File: config.mk
export PLATFORM = sky130hd
export DESIGN_NAME = gbfcu_field_alu
export DESIGN_NICKNAME = d
export VERILOG_FILES = /design/src/hw/rtl/gbfcu_pkg.sv /design/src/hw/rtl/gbfcu_field_alu.sv
export SDC_FILE = /design/constraint.sdc
export NUM_CORES = 1
export LEC_CHECK = 0
export BUFFER_PORTS_ARGS = -buffer_cell sky130_fd_sc_hd__clkbuf_2
export CAP_MARGIN = 5
export CORE_MARGIN = 2
export CORE_UTILIZATION = 49
export DETAILED_ROUTE_END_ITERATION = 12
export PLACE_DENSITY = 0.79
export SETUP_SLACK_MARGIN = 0.02
export SYNTH_ARGS = -nofsm -noshare
export SYNTH_HDL_FRONTEND = slang
export SYNTH_SLANG_ARGS = --single-unit
File: constraint.sdc
create_clock -name vclk -period 2.7
set_input_delay 0.27 -clock vclk [all_inputs]
set_output_delay 0.27 -clock vclk [all_outputs]
set_load 0.05 [all_outputs]
File: src/hw/rtl/gbfcu_pkg.sv
// ----------------------------------------------------------------------------
// GPIO bit-field command unit package
// Shared widths, opcode codes and the command record used by all modules.
// ----------------------------------------------------------------------------
package gbfcu_pkg;

  // Fixed widths of the command and result fields.
  localparam int OPCODE_W = 4;
  localparam int FIELD_W  = 8;

  // Number of ports and the default width of one port.
  localparam int PORT_COUNT     = 2;
  localparam int PORT_WIDTH_DEF = 8;

  // Command opcodes. Codes nine to fifteen behave as no operation.
  typedef enum logic [OPCODE_W-1:0] {
    OP_NONE     = 4'd0,
    OP_SET      = 4'd1,
    OP_CLEAR    = 4'd2,
    OP_INVERT   = 4'd3,
    OP_INCREASE = 4'd4,
    OP_DECREASE = 4'd5,
    OP_TRISTATE = 4'd6,
    OP_MEMORIZE = 4'd7,
    OP_RECALL   = 4'd8
  } opcode_t;

  // One command as held in the input register.
  typedef struct packed {
    logic [OPCODE_W-1:0] opcode;
    logic                port_select;
    logic [FIELD_W-1:0]  bit_mask;
    logic [FIELD_W-1:0]  field_data;
  } cmd_t;

  // Status from the field logic to the top level.
  typedef struct packed {
    logic applied;
    logic port_write;
    logic memorize;
    logic recall;
  } alu_status_t;

endpackage

File: src/hw/rtl/gbfcu_field_alu.sv
// ----------------------------------------------------------------------------
// GPIO bit-field command unit field logic
// Applies one command to the level and direction of the selected port.
// ----------------------------------------------------------------------------
module gbfcu_field_alu import gbfcu_pkg::*; #(
  parameter int PORT_WIDTH = PORT_WIDTH_DEF
) (
  input  cmd_t                  cmd,
  input  logic [PORT_WIDTH-1:0] lvl_i,
  input  logic [PORT_WIDTH-1:0] dir_i,
  output logic [PORT_WIDTH-1:0] lvl_o,
  output logic [PORT_WIDTH-1:0] dir_o,
  output alu_status_t           status
);

  localparam int OFF_W = (PORT_WIDTH > 1) ? $clog2(PORT_WIDTH) : 1;

  logic [PORT_WIDTH-1:0] mask;
  logic [PORT_WIDTH-1:0] low_bit;
  logic [OFF_W-1:0]      offset;
  logic [PORT_WIDTH-1:0] set_field;
  logic [PORT_WIDTH-1:0] inc_field;
  logic [PORT_WIDTH-1:0] dec_field;
  logic                  zero_mask;

  // Mask bits above the port width are dropped.
  assign mask      = PORT_WIDTH'(cmd.bit_mask);
  assign zero_mask = (mask == '0);

  // Lowest set bit of the mask as a one-hot word.
  assign low_bit = mask & (~mask + PORT_WIDTH'(1));

  // Offset of the field: encode the one-hot lowest bit.
  always_comb begin
    offset = '0;
    for (int i = 0; i < PORT_WIDTH; i++) begin
      if (low_bit[i]) begin
        offset = offset | OFF_W'(i);
      end
    end
  end

  // Aligned data for set; counting within the field wraps through the mask.
  assign set_field = (PORT_WIDTH'(cmd.field_data) << offset) & mask;
  assign inc_field = ((lvl_i & mask) + low_bit) & mask;
  assign dec_field = ((lvl_i & mask) - low_bit) & mask;

  // Opcode decode and the new port registers.
  always_comb begin
    lvl_o             = lvl_i;
    dir_o             = dir_i;
    status.applied    = 1'b1;
    status.port_write = 1'b0;
    status.memorize   = 1'b0;
    status.recall     = 1'b0;
    unique case (cmd.opcode) inside
      OP_SET: begin
        lvl_o             = (lvl_i & ~mask) | set_field;
        dir_o             = dir_i | mask;
        status.applied    = !zero_mask;
        status.port_write = 1'b1;
      end
      OP_CLEAR: begin
        lvl_o             = lvl_i & ~mask;
        dir_o             = dir_i | mask;
        status.port_write = 1'b1;
      end
      OP_INVERT: begin
        lvl_o             = lvl_i ^ mask;
        dir_o             = dir_i | mask;
        status.port_write = 1'b1;
      end
      OP_INCREASE: begin
        lvl_o             = (lvl_i & ~mask) | inc_field;
        dir_o             = dir_i | mask;
        status.applied    = !zero_mask;
        status.port_write = 1'b1;
      end
      OP_DECREASE: begin
        lvl_o             = (lvl_i & ~mask) | dec_field;
        dir_o             = dir_i | mask;
        status.applied    = !zero_mask;
        status.port_write = 1'b1;
      end
      OP_TRISTATE: begin
        lvl_o             = lvl_i & ~mask;
        dir_o             = dir_i & ~mask;
        status.port_write = 1'b1;
      end
      OP_MEMORIZE: begin
        status.memorize = 1'b1;
      end
      OP_RECALL: begin
        status.recall = 1'b1;
      end
      default: begin
        // No operation, including the unused codes.
      end
    endcase
  end

endmodule

# After elaboration in Yosys (flattened, before gate mapping)
# Cells that the tools add are included.
# word_totals
ff_bits,0
word_cells,44
in_bits,37
output_inout_bits,20
# classes
add_sub_neg,3
bitwise_logic,13
eq_ne,8
n_mux,13
reduce_logical,6
shift,1
# op_table
op,n
bitwise AND 8 bit,7
one-hot mux 8 bit (5 select lines),1
bitwise OR 8 bit,4
equality test 4 x 3 -> 1 bit (second input constant),4
one-hot mux 8 bit (2 select lines),1
two-way mux 3 bit,4
adder 8 x 1 -> 8 bit (second input constant),1
adder 8 bit,1
equality test 4 x 2 -> 1 bit (second input constant),2
zero test 8 bit,1
inverter 8 bit,1
<< shifter 8 x 3 -> 8 bit,1
subtractor 8 bit,1
XOR 8 bit,1
OR reduction 6 bit,1
two-way mux 1 bit,5
OR reduction 5 bit,1
equality test 4 x 1 -> 1 bit (second input constant),1
equality test 4 bit (second input constant),1
two-way mux 2 bit,2
OR reduction 3 bit,1
OR reduction 2 bit,1
zero test 1 bit,1

# Longest topological paths before layout
# Gate-level depths: netlist of the first run.
# depth
ltp_word,14
depth_mapped,13
depth_no_buf,11

# Least setup slack after synthesis of the first run
# No wires, ideal clock.
# synth_path
path_kind,input to output
from,input port cmd[18] (netlist name)
to,output port lvl_o[7]
path_stages,13
t_arrival_ns,3.483
path_slack_ns,-1.053
path_cell_list,clkbuf_2 > nor2_1 > and2_1 > clkbuf_1 > nand2_1 > o21ai_0 > ha_1 > and2_1 > o21ai_0 > nand3_1 > o211ai_1 > xnor2_1 > a311oi_1
# synth_via
elab_chain_len,3
# synth_lines
item,line_no,rtl
start: declaration,gbfcu_field_alu.sv:8,"input cmd_t cmd,"
equality test 4 x 2 -> 1 bit (no source line) / equality test 4 x 3 -> 1 bit (equally long branches),-,
OR reduction 2 bit (no source line),-,
one-hot mux 8 bit (5 select lines) *,gbfcu_field_alu.sv:56,unique case (cmd.opcode) inside
end: declaration,gbfcu_field_alu.sv:11,"output logic [PORT_WIDTH-1:0] lvl_o,"
# Every way passes the cells marked *; elsewhere a longest branch is shown, timed or not.

# Worst setup path after layout of the first run
# layout_path
from,input port cmd[11] (netlist name)
to,output port lvl_o[7]
# layout_via
elab_chain_len,12
# layout_lines
item,line_no,rtl
inverter 8 bit,gbfcu_field_alu.sv:31,assign low_bit = mask & (~mask + PORT_WIDTH'(1));
adder 8 x 1 -> 8 bit,gbfcu_field_alu.sv:31,
bitwise AND 8 bit,gbfcu_field_alu.sv:31,
two-way mux 2 bit,gbfcu_field_alu.sv:37,if (low_bit[i]) begin
two-way mux 3 bit (4 in a row),gbfcu_field_alu.sv:37,
<< shifter 8 x 3 -> 8 bit,gbfcu_field_alu.sv:44,assign set_field = (PORT_WIDTH'(cmd.field_data) << offset) & mask;
bitwise AND 8 bit,gbfcu_field_alu.sv:44,
bitwise OR 8 bit,gbfcu_field_alu.sv:58,lvl_o = (lvl_i & ~mask) | set_field;
one-hot mux 8 bit (5 select lines) *,gbfcu_field_alu.sv:56,
# Marks and branches as above.

==> flow_metrics.tcl, run 1 <==
set metrics [dict create \
    critical_path.max_fanout 4 \
    clkbuf_count 0 \
    violations "negative setup slack" \
    hold_start "dir_i[3]" \
    ff_latch_area_um2 0 \
    drtAntennaViolNets 0 \
    crit_required_ps 2430 \
    status "finished, violations left" \
    wirelength_um 6390 \
    grtUsageTotal 0.310 \
    synth_nets 316 \
    synth_warnings 0 \
    gp_congestion 0.937 \
    finalSetupViolCount 5 \
    arrival_ps 2590 \
    finalNetCount 406 \
    dieArea_mm2 0.00385 \
    peakVddDrop_mv 0.107 \
    seq_cells 0 \
    grtUsageMet1 0.410 \
    io_buffers 56 \
    hp-class "primary input to output port" \
    rsz0062_at_grt "yes" \
    overflow 0 \
    synth_cells 255 \
    finalCritPeriodShare 1.06 \
    wire_per_inst_um 16.4 \
    critPathLaunchType "primary input" \
    io_pins 57 \
    fin_util 0.795 \
    grt_max_degree 14 \
    netlist_area_mm2 0.00165 \
    drc 0 \
    grt_busiest_layer "met2" \
    yosysSeqAreaShare 0 \
    rows 21 \
    placed_area_mm2 0.00235 \
    cp-end-kind "output port" \
    met2_usage 0.546 \
    firstDrtPassIters 4 \
    core_mm2 0.00328 \
    via_count 2306 \
    leakage_nw 1.22 \
    nFillCells 251 \
    holdWs_ps 1000 \
    setup_slack_ps -163 \
    antenna_found_initial 0 \
    fin_area_mm2 0.00261 \
    p_per_area_mw_per_mm2 215 \
    multi_input_comb_area_mm2 0.00177 \
    drive_above_1_share 0.420 \
    drv_slew 0 \
    maxClockFrequency_mhz 349 \
    max_slew.worst_pin.slew_ps 527 \
    critPathLaunch "cmd[11]" \
    grt_pass1_wl_um 9080 \
    hold_buffers 0 \
    synth.distinct_cells 54 \
    chipWidth_um 62.0 \
    slew_headroom 0.647 \
    place_hpwl_um 4640 \
    areaGrowthSynthToFinish_pct 58.3 \
    initial_core_util 0.502 \
    via_per_inst 5.93 \
    path_class "primary input to output port" \
    period_needed_ps 2860 \
    die_h_um 62.0 \
    grt_pass1_vias 1981 \
    use_met3 0.0124 \
    finalHoldViolCount 0 \
    antenna_cells 0 \
    drv_cap 0 \
    drt_iter0_markers 214 \
    syn_avg_cell_area_um2 6.47 \
]
==> critical path, stage by stage <==
cell and delay [ps]:
buf_6 90, or4_4 610, nor2_4 170, o21ai_2 80, ha_4 250, or3_1 320, o211ai_1 150, xnor2_1 150
a311oi_4 320, buf_12 180
==> layout by cell type (no fill, tap or decap), types with 4 or more instances in the layout <==
cell type,n
a21o_1,4
a21oi_1,26
a22oi_1,8
buf_4,41
buf_6,5
clkbuf_2,46
ha_1,20
inv_1,18
mux2_2,5
mux2i_1,5
nand2_1,20
nand3_1,6
nor2_1,29
nor2_4,4
o211ai_1,5
o21ai_0,7
o21ai_1,4
or2_2,4
==> synthesized netlist by cell type (all sizes together) (2+ instances only) <==
master   number  area [um^2]
a21boi        2         15.0
a21o          4         30.0
a21oi        29          156
a22oi         8         60.1
a2bb2oi       2         17.5
a311oi        3         26.3
a31oi         5         31.3
and2          3         18.8
buf           3         21.3
clkbuf        8         31.3
ha           23          288
inv          19         71.3
mux2          5         56.3
mux2i         5         50.1
nand2        21         78.8
nand2b        3         18.8
nand3         7         35.0
nand3b        3         22.5
nand4         3         18.8
nor2         33          124
nor2b         4         25.0
nor3          3         15.0
nor4          2         12.5
o211ai        5         37.5
o21a          3         22.5
o21ai        15         75.1
o21bai        2         15.0
o22ai         2         12.5
or2           5         31.3
or3           3         18.8
xnor2         3         26.3
xor2          2         17.5
==> routing by layer <==
metal  wire, um  vias to the layer above
met4         80                        0
met2       3260                       72
met1       2700                     1100
met3        348                       10
li1           -                     1124
met5          0                        -
==> per-stage QoR <==
step | setup TNS (ps) | instances | total power, mW | setup WS (ps)
6_report | -498 | 389 | 0.561 | -163
5_1_grt | -772 | 389 | 0.601 | -207
4_1_cts | -359 | 389 | 0.526 | -145
3_5_place_dp | -1110 | 386 | 0.488 | -245
3_3_place_gp | -903 | 386 | 0.479 | -219
2_1_floorplan | -296 | 255 | 0.324 | -148
==> path summary, 6_finish.rpt <==
check,cells past startpoint,slack (ps),to
max,10,-160,lvl_o[7]
min,4,1000,dir_o[3]
==> area by class of cell <==
type               instances  share of cell area
multi-input cells        225               0.679
repair buffers            99               0.272
inverters                 19              0.0273
well taps                 46              0.0221
==> logic make-up after synthesis <==
group,share of synthesized area
AOI/OAI and AO/OA,0.367
xor gates and xnor gates,0.0266
adders and majority gates,0.187
buffers and inverters,0.0751
muxes,0.0645
and+or+nand+nor,0.280
==> where the power goes <==
| part | internal, mW | switching [mW] |
|---|---|---|
| combinational | 0.231 | 0.330 |
| clock | 0 | 0 |
| sequential | 0 | 0 |
| total | 0.231 | 0.330 |
==> repair_timing <==
action	CTS	global route
setup endpoints to repair	5	6
pin swaps	9	24
setup buffers	3	1
resized for setup	29	23
No activity file was read; power rests on OpenSTA's default activity.
==> inputs of run 2 (changes only) <==
--- a/config.mk
+++ b/config.mk
@@ -7,7 +7,7 @@
 export LEC_CHECK = 0
 export BUFFER_PORTS_ARGS = -buffer_cell sky130_fd_sc_hd__clkbuf_2
 export CAP_MARGIN = 5
-export CORE_MARGIN = 2
+export CORE_MARGIN = 5
 export CORE_UTILIZATION = 49
 export DETAILED_ROUTE_END_ITERATION = 12
 export PLACE_DENSITY = 0.79
==> constraint.sdc (replaced) <==
create_clock -name vclk -period 2.4
set_input_delay 0.24 -clock vclk [all_inputs]
set_output_delay 0.24 -clock vclk [all_outputs]
set_load 0.05 [all_outputs]
==> flow_metrics.tcl, run 2 (synthesis gave the netlist of run 1 again) <==
set metrics [dict create \
    initial_core_util 0.502 \
    setup_slack_ps -260 \
    finalHoldViolCount 0 \
    drive_above_1_share 0.465 \
    io_pins 57 \
    place_hpwl_um 5270 \
    critPathLaunchType "primary input" \
    rows 21 \
    dp.cells 405 \
    cp-end-kind "output port" \
    overflow 0 \
    path_class "primary input to output port" \
    grtUsageTotal 0.289 \
    hold-path-cell-count 3 \
    finalCritPeriodShare 1.11 \
    gp_congestion 0.940 \
    seq_cells 0 \
    slew_headroom 0.659 \
    finalSetupViolCount 5 \
    crit_required_ps 2160 \
    drv_slew 0 \
    hp-class "primary input to output port" \
    instances_no_fill 407 \
    finalNetCount 424 \
    period_needed_ps 2660 \
    hold_start "lvl_i[2]" \
    arrival_ps 2420 \
    grt_pass1_wl_um 10300 \
    die_h_um 68.0 \
    critical_path.max_fanout 4 \
    dieArea_mm2 0.00463 \
    whs_endpoint "lvl_o[2]" \
    final_cell_mix "61 x buf_4, 43 x clkbuf_2, 29 x nor2_1" \
    clkbuf_count 0 \
    peakVddDrop_mv 0.171 \
    dp_slack_ps -428 \
    drtAntennaViolNets 0 \
    leakage_nw 1.32 \
    grt_pass1_vias 2279 \
    ff_latch_area_um2 0 \
    drc 0 \
    status "finished, violations left" \
    via_count 2421 \
    hold_buffers 0 \
    final_common_cell "buf_4" \
    drv_cap 0 \
    drt_iter0_markers 165 \
    maxClockFrequency_mhz 376 \
    wirelength_um 6900 \
    firstDrtPassIters 4 \
    violations "negative setup slack" \
    grt_max_degree 14 \
    core_mm2 0.00328 \
    antenna_found_initial 0 \
    antenna_cells 0 \
    p_per_area_mw_per_mm2 243 \
    wire_per_inst_um 17.0 \
    areaGrowthSynthToFinish_pct 68.5 \
    chipWidth_um 68.0 \
    io_buffers 56 \
    rsz0062_at_grt "yes" \
    via_per_inst 5.95 \
    max_slew.worst_pin.slew_ps 510 \
]
## run 2: how the worst max path moves through the flow
stage | start | endpoint | slack, ps | cells after the start
after floorplan | cmd[9] | lvl_o[5] | -390 | 10
after global placement | cmd[20] | lvl_o[4] | -380 | 12
after detailed placement | cmd[9] | lvl_o[5] | -430 | 11
after CTS | cmd[11] | lvl_o[7] | -320 | 10
after global routing | cmd[10] | lvl_o[7] | -330 | 10
final | cmd[10] | lvl_o[7] | -260 | 10
## run 2: what timing repair did
| item | in CTS | in global routing |
|---|---|---|
| endpoints found under the setup margin | 6 | 7 |
| hold endpoints to repair | 0 | 0 |
| resized for setup | 33 | 25 |
| pin swaps | 17 | 13 |
| setup buffers | 2 | 0 |
## run 2: metrics by stage
stage	cell area [um^2]	setup TNS [ps]	total power, mW	utilization	hold WS [ps]
4_1_cts	2690	-1070	0.637	0.820	948
6_report	2780	-937	0.676	0.846	942
2_1_floorplan	1800	-1280	0.371	-	667
5_1_grt	2780	-1270	0.714	0.846	958
3_3_place_gp	2520	-1740	0.582	0.767	939
3_5_place_dp	2520	-1900	0.593	0.767	944
## run 2: per-layer routing
metal | vias to the layer above | GRT usage | wire [um]
met2 | 112 | 0.531 | 3530
met5 | - | 0 | 0
met1 | 1134 | 0.346 | 2670
li1 | 1154 | - | -
met4 | 0 | 0.117 | 216
met3 | 21 | 0.0164 | 485
## run 2: power breakdown
| part | switching, mW | internal (mW) |
|---|---|---|
| combinational | 0.386 | 0.290 |
| clock | 0 | 0 |
| sequential | 0 | 0 |
| total | 0.386 | 0.290 |
## run 2: worst max-delay path, cell delays in order
cell       delay, ps
buf_6             90
or4_4            580
a31o_4           280
ha_4             310
o2111ai_4        110
nand3_2           80
o211ai_1         110
xnor2_1          170
a311oi_4         260
buf_12           180
## run 2: area by class of cell
class                      instances  area [um^2]
multi-input combinational        225         1790
timing repair buffer             117          865
tap                               46         57.6
inverter                          19         71.3
fill                             201          505
